`config.mk`:
```
export PLATFORM = sky130hd
export DESIGN_NAME = lsb_stego_byte_extractor
export DESIGN_NICKNAME = d
export VERILOG_FILES = /design/src/rtl/core/lsbx_pkg.sv /design/src/rtl/core/lsb_stego_byte_extractor.sv /design/src/rtl/core/lsbx_front.sv /design/src/rtl/core/lsbx_queue.sv /design/src/rtl/core/lsbx_back.sv
export SDC_FILE = /design/constraint.sdc
export NUM_CORES = 1
export LEC_CHECK = 0
export BUFFER_PORTS_ARGS = -buffer_cell sky130_fd_sc_hd__buf_4
export CORE_AREA = 4 4 215 175
export DETAILED_ROUTE_END_ITERATION = 12
export DIE_AREA = 0 0 219 179
export PLACE_DENSITY = 0.73
export SYNTH_ARGS = -nofsm -noshare
export SYNTH_HDL_FRONTEND = slang
export SYNTH_HIERARCHICAL = 1
export SYNTH_SLANG_ARGS = --single-unit
```
`constraint.sdc`:
```
create_clock -name clk -period 9.75 [get_ports clk]
set_clock_uncertainty 0.1 [all_clocks]
set_input_delay 0.4875 -clock clk [delete_from_list [all_inputs] [get_ports clk]]
set_output_delay 0.4875 -clock clk [all_outputs]
set_load 0.005 [all_outputs]
```
`src/rtl/core/lsbx_pkg.sv`:
```
// ----------------------------------------------------------------------------
// lsbx_pkg: shared types and constants of the LSB byte extractor
// Holds the byte geometry, the bit window size and the queue entry type.
// ----------------------------------------------------------------------------
`default_nettype none

package lsbx_pkg;

	localparam int unsigned BYTE_BITS   = 8;
	localparam int unsigned MAX_TAKE    = 32;
	// Seven carried bits plus up to thirty-two new ones fit in forty.
	localparam int unsigned WIN_BITS    = 40;
	localparam int unsigned MAX_RESULTS = 4;
	localparam int unsigned COUNT_W     = 3;
	localparam int unsigned BPP_W       = 6;

	// One pixel's worth of bytes to be delivered, oldest in slot zero.
	typedef struct packed {
		logic [MAX_RESULTS-1:0][BYTE_BITS-1:0] data;
		logic [COUNT_W-1:0]                    count;
		logic                                  end_flag;
	} lsbx_entry_t;

	typedef struct packed {
		logic full;
		logic empty;
	} lsbx_qstat_t;

endpackage

`default_nettype wire

```
`src/rtl/core/lsb_stego_byte_extractor.sv`:
```
// ----------------------------------------------------------------------------
// lsb_stego_byte_extractor: hidden byte recovery from pixel low bits
// Gathers the low bits of each pixel into bytes and delivers them in order.
// ----------------------------------------------------------------------------
// Usage. Pixels arrive on in_valid / in_stall with pixel_value; a transaction
// completes at a clock edge with in_valid high and in_stall low. Recovered
// bytes leave on out_valid / out_stall with data_byte, end_found and
// last_of_run; the receiver holds out_stall high to keep a byte waiting.
// The user must write the number of low pixel bits used through cfg_wr_en
// and cfg_wr_data only while the block is idle; the block does not enforce
// this. It resets to one. The first byte completed after reset is kept as the
// end marker and is not delivered. A later byte equal to it is delivered with
// end_found set, and every pixel after it is accepted and ignored until reset.
// A byte passes through the queue and the output register. Throughput: one
// pixel per cycle while each pixel completes at most one byte and the
// receiver does not stall; the bytes of a pixel that completes several leave
// one by one, and the QUEUE_DEPTH entry queue absorbs such bursts. When the
// queue fills, in_stall rises. Reset is asynchronous; it clears the control
// state at once but not the queue storage or output data, with no clearing
// pass. A stalled receiver only fills the queue; bytes are never dropped.
// ----------------------------------------------------------------------------
`default_nettype none

module lsb_stego_byte_extractor #(
	parameter int unsigned PIXEL_BITS  = 32,
	parameter int unsigned QUEUE_DEPTH = 4
) (
	input  wire logic        clk,
	input  wire logic        arst_n,
	input  wire logic        cfg_wr_en,
	input  wire logic [5:0]  cfg_wr_data,
	input  wire logic        in_valid,
	output      logic        in_stall,
	input  wire logic [31:0] pixel_value,
	output      logic        out_valid,
	input  wire logic        out_stall,
	output      logic [7:0]  data_byte,
	output      logic        end_found,
	output      logic        last_of_run
);

	logic                  accept;
	logic                  push;
	logic                  pop;
	lsbx_pkg::lsbx_entry_t push_entry;
	lsbx_pkg::lsbx_entry_t head;
	lsbx_pkg::lsbx_qstat_t stat;

	// Intake stalls only on a full queue, whatever the output side is doing.
	assign in_stall = stat.full;
	assign accept   = in_valid && !in_stall;

	lsbx_front #(
		.PIXEL_BITS (PIXEL_BITS)
	) u_front (
		.clk         (clk),
		.arst_n      (arst_n),
		.cfg_wr_en   (cfg_wr_en),
		.cfg_wr_data (cfg_wr_data),
		.accept      (accept),
		.pixel_value (pixel_value),
		.push        (push),
		.push_entry  (push_entry)
	);

	lsbx_queue #(
		.DEPTH (QUEUE_DEPTH)
	) u_queue (
		.clk        (clk),
		.arst_n     (arst_n),
		.push       (push),
		.push_entry (push_entry),
		.pop        (pop),
		.head       (head),
		.stat       (stat)
	);

	lsbx_back u_back (
		.clk         (clk),
		.arst_n      (arst_n),
		.head        (head),
		.stat        (stat),
		.pop         (pop),
		.out_stall   (out_stall),
		.out_valid   (out_valid),
		.data_byte   (data_byte),
		.end_found   (end_found),
		.last_of_run (last_of_run)
	);

endmodule

`default_nettype wire

```
`src/rtl/core/lsbx_front.sv`:
```
// ----------------------------------------------------------------------------
// lsbx_front: pixel intake and byte assembly
// Gathers pixel bits into bytes, captures the end marker and hands the bytes
// of each pixel to the queue as one entry.
// ----------------------------------------------------------------------------
`default_nettype none

module lsbx_front #(
	parameter int unsigned PIXEL_BITS = 32
) (
	input  wire logic                           clk,
	input  wire logic                           arst_n,
	input  wire logic                           cfg_wr_en,
	input  wire logic [lsbx_pkg::BPP_W-1:0]     cfg_wr_data,
	input  wire logic                           accept,
	input  wire logic [31:0]                    pixel_value,
	output      logic                           push,
	output      lsbx_pkg::lsbx_entry_t          push_entry
);

	localparam logic [31:0] PIX_MASK = 32'((64'd1 << PIXEL_BITS) - 64'd1);
	localparam int unsigned WB = lsbx_pkg::WIN_BITS;
	localparam int unsigned BB = lsbx_pkg::BYTE_BITS;

	logic [lsbx_pkg::BPP_W-1:0] bpp_q;
	logic [BB-1:0]              acc_q;
	logic [2:0]                 cnt_q;
	logic [BB-1:0]              marker_q;
	logic                       captured_q;
	logic                       stopped_q;

	logic [lsbx_pkg::BPP_W-1:0]                        take;
	logic [31:0]                                       taken;
	logic [WB-1:0]                                     win;
	logic [WB-1:0]                                     aligned;
	logic [5:0]                                        len;
	logic [2:0]                                        nbytes;
	logic [BB-1:0]                                     new_acc;
	logic [BB-1:0]                                     marker_val;
	logic [lsbx_pkg::MAX_RESULTS-1:0][BB-1:0]          bytes_w;
	logic                                              hit;
	lsbx_pkg::lsbx_entry_t                             ent;

	always_comb begin
		take    = (bpp_q > 6'd32) ? 6'd32 : bpp_q;
		taken   = pixel_value & PIX_MASK & 32'((33'd1 << take) - 33'd1);
		win     = ({32'd0, acc_q} << take) | {8'd0, taken};
		len     = {3'd0, cnt_q} + take;
		// Left-align the live bits so that byte j sits at a fixed place.
		aligned = win << (6'd40 - len);
		nbytes  = len[5:3];
		new_acc = win[BB-1:0] & 8'((9'd1 << len[2:0]) - 9'd1);
		for (int j = 0; j < int'(lsbx_pkg::MAX_RESULTS); j++) begin
			bytes_w[j] = aligned[WB-1-BB*j -: BB];
		end
		marker_val = captured_q ? marker_q : bytes_w[0];
	end

	// Select the bytes to deliver: the first byte after reset is the marker,
	// and a byte equal to the marker ends the run.
	always_comb begin
		logic [2:0] n;
		n   = 3'd0;
		hit = 1'b0;
		ent = '0;
		for (int j = 0; j < int'(lsbx_pkg::MAX_RESULTS); j++) begin
			if ((3'(j) < nbytes) && (j != 0 || captured_q) && !hit) begin
				ent.data[n[1:0]] = bytes_w[j];
				n = n + 3'd1;
				if (bytes_w[j] == marker_val) begin
					hit = 1'b1;
				end
			end
		end
		ent.count    = n;
		ent.end_flag = hit;
	end

	assign push       = accept && !stopped_q && (ent.count != 3'd0);
	assign push_entry = ent;

	always_ff @(posedge clk or negedge arst_n) begin
		if (!arst_n) begin
			bpp_q      <= 6'd1;
			acc_q      <= '0;
			cnt_q      <= '0;
			marker_q   <= '0;
			captured_q <= 1'b0;
			stopped_q  <= 1'b0;
		end else begin
			if (cfg_wr_en) begin
				bpp_q <= cfg_wr_data;
			end
			if (accept && !stopped_q) begin
				if (hit) begin
					stopped_q <= 1'b1;
					acc_q     <= '0;
					cnt_q     <= '0;
				end else begin
					acc_q <= new_acc;
					cnt_q <= len[2:0];
				end
				if (!captured_q && nbytes != 3'd0) begin
					captured_q <= 1'b1;
					marker_q   <= bytes_w[0];
				end
			end
		end
	end

`ifndef SYNTHESIS
	a_no_push_when_stopped : assert property (@(posedge clk) disable iff (!arst_n)
		stopped_q |-> !push)
		else $error("front pushed an entry after the end byte");
	a_end_stops : assert property (@(posedge clk) disable iff (!arst_n)
		(push && push_entry.end_flag) |=> stopped_q)
		else $error("end byte delivered but extraction did not stop");
`endif

endmodule

`default_nettype wire

```
`src/rtl/core/lsbx_queue.sv`:
```
// ----------------------------------------------------------------------------
// lsbx_queue: entry queue between byte assembly and byte delivery
// A small register queue that lets intake and delivery stall independently.
// ----------------------------------------------------------------------------
`default_nettype none

module lsbx_queue #(
	parameter int unsigned DEPTH = 4
) (
	input  wire logic                  clk,
	input  wire logic                  arst_n,
	input  wire logic                  push,
	input  wire lsbx_pkg::lsbx_entry_t push_entry,
	input  wire logic                  pop,
	output      lsbx_pkg::lsbx_entry_t head,
	output      lsbx_pkg::lsbx_qstat_t stat
);

	localparam int unsigned PTR_W = (DEPTH > 1) ? $clog2(DEPTH) : 1;
	localparam int unsigned CNT_W = $clog2(DEPTH + 1);

	lsbx_pkg::lsbx_entry_t store_q [DEPTH];
	logic [PTR_W-1:0]      wr_ptr_q;
	logic [PTR_W-1:0]      rd_ptr_q;
	logic [CNT_W-1:0]      fill_q;

	assign head       = store_q[rd_ptr_q];
	assign stat.full  = (fill_q == CNT_W'(DEPTH));
	assign stat.empty = (fill_q == '0);

	always_ff @(posedge clk) begin
		if (push) begin
			store_q[wr_ptr_q] <= push_entry;
		end
	end

	always_ff @(posedge clk or negedge arst_n) begin
		if (!arst_n) begin
			wr_ptr_q <= '0;
			rd_ptr_q <= '0;
			fill_q   <= '0;
		end else begin
			if (push) begin
				wr_ptr_q <= (wr_ptr_q == PTR_W'(DEPTH - 1)) ? '0 : wr_ptr_q + 1'b1;
			end
			if (pop) begin
				rd_ptr_q <= (rd_ptr_q == PTR_W'(DEPTH - 1)) ? '0 : rd_ptr_q + 1'b1;
			end
			if (push && !pop) begin
				fill_q <= fill_q + 1'b1;
			end else if (pop && !push) begin
				fill_q <= fill_q - 1'b1;
			end
		end
	end

`ifndef SYNTHESIS
	a_no_overflow : assert property (@(posedge clk) disable iff (!arst_n)
		push |-> !stat.full)
		else $error("entry written into a full queue");
	a_no_underflow : assert property (@(posedge clk) disable iff (!arst_n)
		pop |-> !stat.empty)
		else $error("entry taken from an empty queue");
`endif

endmodule

`default_nettype wire

```
`src/rtl/core/lsbx_back.sv`:
```
// ----------------------------------------------------------------------------
// lsbx_back: byte delivery
// Walks the head entry one byte at a time into the output register.
// ----------------------------------------------------------------------------
`default_nettype none

module lsbx_back (
	input  wire logic                  clk,
	input  wire logic                  arst_n,
	input  wire lsbx_pkg::lsbx_entry_t head,
	input  wire lsbx_pkg::lsbx_qstat_t stat,
	output      logic                  pop,
	input  wire logic                  out_stall,
	output      logic                  out_valid,
	output      logic [7:0]            data_byte,
	output      logic                  end_found,
	output      logic                  last_of_run
);

	logic       out_valid_q;
	logic [7:0] data_byte_q;
	logic       end_found_q;
	logic       last_of_run_q;
	logic [1:0] idx_q;
	logic       load;
	logic       last;

	assign load = !stat.empty && (!out_valid_q || !out_stall);
	assign last = ({1'b0, idx_q} == (head.count - 3'd1));
	assign pop  = load && last;

	always_ff @(posedge clk or negedge arst_n) begin
		if (!arst_n) begin
			out_valid_q <= 1'b0;
			idx_q       <= '0;
		end else begin
			if (load) begin
				out_valid_q <= 1'b1;
				idx_q       <= last ? 2'd0 : idx_q + 2'd1;
			end else if (!out_stall) begin
				out_valid_q <= 1'b0;
			end
		end
	end

	always_ff @(posedge clk) begin
		if (load) begin
			data_byte_q   <= head.data[idx_q];
			end_found_q   <= last && head.end_flag;
			last_of_run_q <= last;
		end
	end

	assign out_valid   = out_valid_q;
	assign data_byte   = data_byte_q;
	assign end_found   = end_found_q;
	assign last_of_run = last_of_run_q;

`ifndef SYNTHESIS
	a_end_is_last : assert property (@(posedge clk) disable iff (!arst_n)
		(out_valid_q && end_found_q) |-> last_of_run_q)
		else $error("end byte was not the last byte of its pixel");
`endif

endmodule

`default_nettype wire

```
### Word-level counts from Yosys, hierarchy flattened

Memories as Yosys holds them, arrays and structs flattened.
Index checks and enable logic that the tools add are counted.

* output and inout port bits: 12
* register bits: 47
* memory bits (writable): 144
* logic and storage cells: 130
* memories kept: 1

* shift-type cells: 4
* $add $sub $neg: 13
* multiplexer cells: 40
* magnitude comparators: 12
* bitwise operators: 3
* reduce and logical (&&, ||, !) cells: 34
* eq/ne operators: 9

Memory list
* u_queue.store_q: words 4, bits a word 36, rd ports 1, clocked after Yosys merged registers in 0, wr ports 1, line lsbx_queue.sv:22 `lsbx_pkg::lsbx_entry_t store_q [DEPTH];`

Operators with widths (number)
* $bwmux W32: 3
* $mux W32: 3
* $mux W8: 7
* $demux W8 S2: 3
* $or A40 B32 Y40: 1
* $shl A40 B6 Y40: 1
* $shl A8 B6 Y40: 1
* $and A32 B32 Y32: 1
* $eq A8 B8 Y1: 4
* $shl A1 B6 Y32 const A: 1
* $sub A32 B1 Y32 const B: 1
* $mux W3: 6
* $bmux W8 S2: 1
* $logic_and A1 B1 Y1: 16
* $mux W1: 13
* $logic_not A1 Y1: 11
* $add A3 B1 Y3 const B: 3
* $lt A2 B3 Y1 const B: 3
* $and A8 B8 Y8: 1
* $shl A1 B3 Y8 const A: 1
* $sub A8 B1 Y8 const B: 1
* $add A2 B1 Y2 const B: 3
* $add A3 B6 Y6: 1
* $gt A6 B6 Y1 const B: 1
* other kinds (19): 28

### Longest topological paths before layout

* depth in word-level cells: 26
* mapped depth: 43
* mapped depth without buffers: 34

### Hierarchy

The synthesis kept the hierarchy.

Modules (own cells, without submodules)
* lsbx_front: cells each 1306, times used 1, area an instance 9447.8 um^2
* lsbx_queue: cells each 225, times used 1, area an instance 5620.4 um^2
* lsbx_back: cells each 43, times used 1, area an instance 706.9 um^2
* lsb_stego_byte_extractor: cells each 1, times used 1, area an instance 13.8 um^2

### Least setup slack after synthesis

Ideal clock, no wire load.

* path kind: reg-to-reg
* from: reg u_front/bpp_q[5] (netlist bit)
* to: mem u_queue/store_q[1][0] (netlist bit) (enable)
* path slack: 0.334 ns
* arrival time: 8.919 ns
* required time: 9.253 ns
* clock period less this slack: 9.416 ns
* path buffers: 15
* cell stages (with the launch flop): 37
* path through: dfrtp_1 > buf_4 > buf_6 > buf_6 > buf_6 > buf_6 > buf_2 > nor2b_1 > ha_1 > clkinv_1 > clkbuf_1 > buf_2 > ha_1 > inv_1 > ha_1 > clkbuf_1 > buf_1 > clkbuf_1 > clkbuf_1 > clkbuf_1 > a211oi_1 > a2111oi_0 > nand4b_1 > nor3_1 > nor4_1 > nor4bb_1 > a21oi_1 > clkbuf_1 > ha_1 > inv_1 > clkbuf_1 > xnor2_1 > ha_1 > nand2_1 > nor3_4 > o311a_1 > and2_1

* longest elaborated chain between the ends: 24
* elaborated cells between the ends (all ways): 42
* those cells by class: add/sub (6); order compare (5); eq/ne (3); shift (3); mux (14); bitwise (2); reduce/logical (9)

Ends and longest elaborated chain
* start: declaration: line lsbx_front.sv:25 `logic [lsbx_pkg::BPP_W-1:0] bpp_q;`
* start signal: assignment: line lsbx_front.sv:92 `bpp_q <= cfg_wr_data;`
* $gt A6 B6 Y1: line lsbx_front.sv:45 `take = (bpp_q > 6'd32) ? 6'd32 : bpp_q;`
* $mux W6 *: line lsbx_front.sv:45
* parallel branches: the longest is 17 deep, another holds $sub A32 B1 Y32
* $mux W3 *: line lsbx_front.sv:67 `if ((3'(j) < nbytes) && (j != 0 || captured_q) && !hit) begin`
* $reduce_bool A3 Y1 *: line lsbx_front.sv:79 `assign push = accept && !stopped_q && (ent.count != 3'd0);`
* $logic_and A1 B1 Y1 *: line lsbx_front.sv:79
* named net push: line lsb_stego_byte_extractor.sv:43 `logic push;`
* $mux W1 *: line lsbx_queue.sv:32 `if (push) begin`
* $mux W1 (not written as such) *: line lsbx_queue.sv:33 `store_q[wr_ptr_q] <= push_entry;`
* end: declaration: line lsbx_queue.sv:22

Mark *: on every way through the listed nets, which the timed path passes.

==> metrics.md <==
| Metric | Value |
|---|---|
| CTS tree | built |
| Avg WL per Cell | 29.7 um |
| Share of cells above drive strength 1 | 19.8% |
| Total grt overflow | 0 |
| Slew Limit Fails | 0 |
| Total track usage | 30.9% |
| Post-route setup slack | 0.428 ns |
| Cell Rows | 62 |
| Distinct cells, synth | 132 |
| Number of fill cells in the layout | 3335 |
| DR DRC count | 0 |
| CP arrival | 9.54 ns |
| Initial Util | 44.4% |
| Core Util, Final | 48.5% |
| # IOs | 55 |
| Via-to-Cell Ratio | 7.20 |
| Max-cap viol count | 0 |
| Bufs on Longest Clock Path | 2 |
| Post-DP Area | 16500 um^2 |
| Final ANT Viol Nets | 0 |
| Post-synth ARST share | 19.4% |
| First-pass GRT wire length | 91.5 mm |
| Worst Tran Pin Value | 1.07 ns |
| RSZ-0062 raised after global routing | false |
| Yosys warns | 6 |
| Top cells by area, synth | edfxtp_1 29%, mux4_2 6.7%, dfrtp_1 5.7%, nand2_1 2.8%, o21ai_0 2.5% |
| Worst min path class | in -> reg |
| Synth area leader | edfxtp_1 |
| Path depth of the worst reg2reg path | 26 |
| DIE HEIGHT | 179 um |
| Pre-CTS WS | 0.612 ns |
| Synthesized cell area | 15800 um^2 |
| Syn Inst Count | 1575 |
| Post-synthesis sequential area ratio | 35.2% |
| Placer Congestion | 1.05 |
| Die area | 39200 um^2 |
| CP required | 9.97 ns |
| Outcome | finished clean |
| Post-synth top area share | 29.3% |
| Layout area overhead | 9.07% |
| Layout Nets | 1646 |
| EDFF count, synth | 154 |
| Peak Freq | 107 MHz |
| Slew margin rel. | 27.8% |
| Clk_lat worst skew | 0.45 ns |
| # setup viols final | 0 |
| Flops & latches, synth | 191 |
| Root Buffer Master | clkbuf_16 |
| ANT cells | 0 |
| Post-route cell area | 17200 um^2 |
| Register area | 5550 um^2 |
| Total clock buffers created by CTS | 17 |
| Largest net degree at the start of global routing | 49 |
| Setup crit end kind | register |
| WS Path Type | reg -> reg |
| FF-to-FF End | u_queue/fill_q[1] |
| Core ar. | 35500 um^2 |
| Crit path max fanout | 46 |
| Worst Setup Start Kind | register |
| Hold Crit Endpoint | u_front/bpp_q[1] |
| Port bufs | 54 |
| Hold_sp | cfg_wr_data[1] |
| Net count after synthesis | 1642 |
| Total iterations of the first detailed-routing run | 8 |
| Clk sinks | 191 |
| Initial antenna violation count | 2 |
| Post-Route Setup TNS | 0 ns |
| Drt initial violations | 2488 |
| Multi-input gate area | 9430 um^2 |
| Horiz. Die Dim | 219 um |
| DR vias | 14.9k |
| Post-DP HPWL | 46.2 mm |
| Final hold vios | 0 |
| Reg clk slew, reported paths | 0.07 ns |
| Final wirelength | 61.5 mm |
| Tmin final | 9.32 ns |
| Htree depth | 4 |
| Tcrit/Tclk final | 95.6% |
| Depth of the worst hold-timing path | 3 |
| Vias in the first global route | 14.0k |
| Reg2Reg Setup Slack | 0.43 ns |
| R2r startpoint | u_front/bpp_q[0] |
| Primary FF master, synth | edfxtp_1 |
| Syn Area/Cell | 10.0 um^2 |
flip-flops by register name, summed over array words and instances (netlist names), 3 cells and up:
| name | count |
|---|---|
| u_back/data_byte | 8 |
| u_front/acc_q | 8 |
| u_front/bpp_q | 6 |
| u_front/cnt_q | 3 |
| u_front/marker_q | 8 |
| u_queue/fill_q | 3 |
| u_queue/store_q | 144 |
cell usage in the layout (no fill, tap or decap), types with 14 or more instances in the layout:
cell | netlist | routed
edfxtp_1 | 154 | 154
clkbuf_16 | 0 | 17
o31ai_1 | 24 | 24
dfrtp_1 | 36 | 34
xnor2_1 | 23 | 21
o21ai_0 | 80 | 80
o211a_1 | 14 | 14
ha_1 | 23 | 22
mux2_2 | 20 | 20
nor2b_1 | 16 | 16
o221ai_1 | 18 | 18
inv_1 | 39 | 39
mux4_2 | 47 | 47
a31oi_1 | 23 | 23
xor2_1 | 15 | 14
nand4_1 | 16 | 16
buf_4 | 12 | 113
nor3_1 | 60 | 59
and3_1 | 14 | 14
o211ai_1 | 33 | 33
nand3_1 | 47 | 47
o22ai_1 | 21 | 21
o21ai_1 | 14 | 14
nor4_1 | 18 | 18
or3_1 | 24 | 24
a21oi_1 | 52 | 52
and2_1 | 21 | 17
mux2i_1 | 32 | 32
nor2_1 | 90 | 90
nand2_1 | 118 | 118
a211oi_1 | 20 | 20
critical path, stage by stage (launching register included):
cell       delay, ns
dfstp_2         0.53
buf_4           0.44
nor2b_1         0.34
nand3_1         0.19
ha_1            0.44
or4b_1          0.52
o211a_1         0.22
o2bb2ai_1       0.48
nor3_2          0.18
o32ai_1         0.58
nand2_1         0.11
a31oi_1         0.32
nor3_1          0.17
a311oi_1        0.32
o32ai_1         0.13
nor4bb_1        0.52
a21oi_1         0.22
ha_1            0.42
inv_1           0.26
xnor2_1         0.37
ha_1            0.29
o32a_1          0.47
o311a_1         0.47
ha_1            0.29
inv_1           0.09
fa_1            0.42
mux2_2          0.28
through the flow:
stage | instances | hold WS (ns)
after floorplan | 1575 | 0.0919
after global placement | 2035 | 0.344
after detailed placement | 2035 | 0.360
after CTS | 2068 | 0.148
after global routing | 2072 | 0.170
final | 2072 | 0.166
worst max path at each step:
stage                     slack (ns)                endpoint  cells after the start        startpoint
final                           0.43       u_queue/fill_q[1]                     26  u_front/bpp_q[0]
after global routing            0.09   u_queue/store_q[0][7]                     29  u_front/bpp_q[0]
after CTS                       0.57  u_queue/store_q[3][23]                     24  u_front/bpp_q[0]
after detailed placement        0.61  u_queue/store_q[1][23]                     24  u_front/bpp_q[0]
after global placement          0.74  u_queue/store_q[1][15]                     24  u_front/bpp_q[0]
after floorplan                 0.33   u_queue/store_q[1][0]                     36  u_front/bpp_q[5]
area by class of cell:
| class | count | area share [%] |
|---|---|---|
| Inverter | 42 | 0.915 |
| Tap cell | 480 | 3.49 |
| Multi-Input combinational cell | 1213 | 54.8 |
| Clock buffer | 18 | 2.55 |
| Timing Repair Buffer | 114 | 4.98 |
| Sequential cell | 191 | 32.3 |
| Clock inverter | 14 | 1.05 |
cell usage after synthesis (all sizes together) (23+ instances only):
library cell	count
a21oi	54
a31oi	24
buf	69
clkbuf	60
dfrtp	36
edfxtp	154
ha	23
inv	41
mux2i	34
mux4	49
nand2	118
nand3	50
nor2	90
nor3	66
nor4	23
o211ai	34
o21ai	96
o31ai	26
or3	25
xnor2	23
logic make-up (layout without fill, tap and decap cells):
kind of cell	count (synthesis)	count (layout)	share of synthesized area, %
AOI/OAI and AO/OA	516	516	25.4
xor gates and xnor gates	38	38	2.11
adders and majority gates	24	24	1.95
buffers and inverters	171	188	5.39
DFF	191	191	35.2
muxes	105	105	10.9
and+or+nand+nor	530	530	19.2
per-layer routing:
layer,global-route usage (%),share of wire (%)
met5,0,0.034
met4,9.82,3.3
met3,6.86,11
met2,47.4,44
met1,43.6,42
what timing repair did:
item,in CTS,in global routing
buffers inserted,0,4
setup endpoints to repair,0,145
hold buffers,1,0
resized for setup,0,3
hold endpoints to repair,36,0
Power is not shown: default switching activity piles up to over one toggle a cycle in this logic, so the estimate is an artifact.
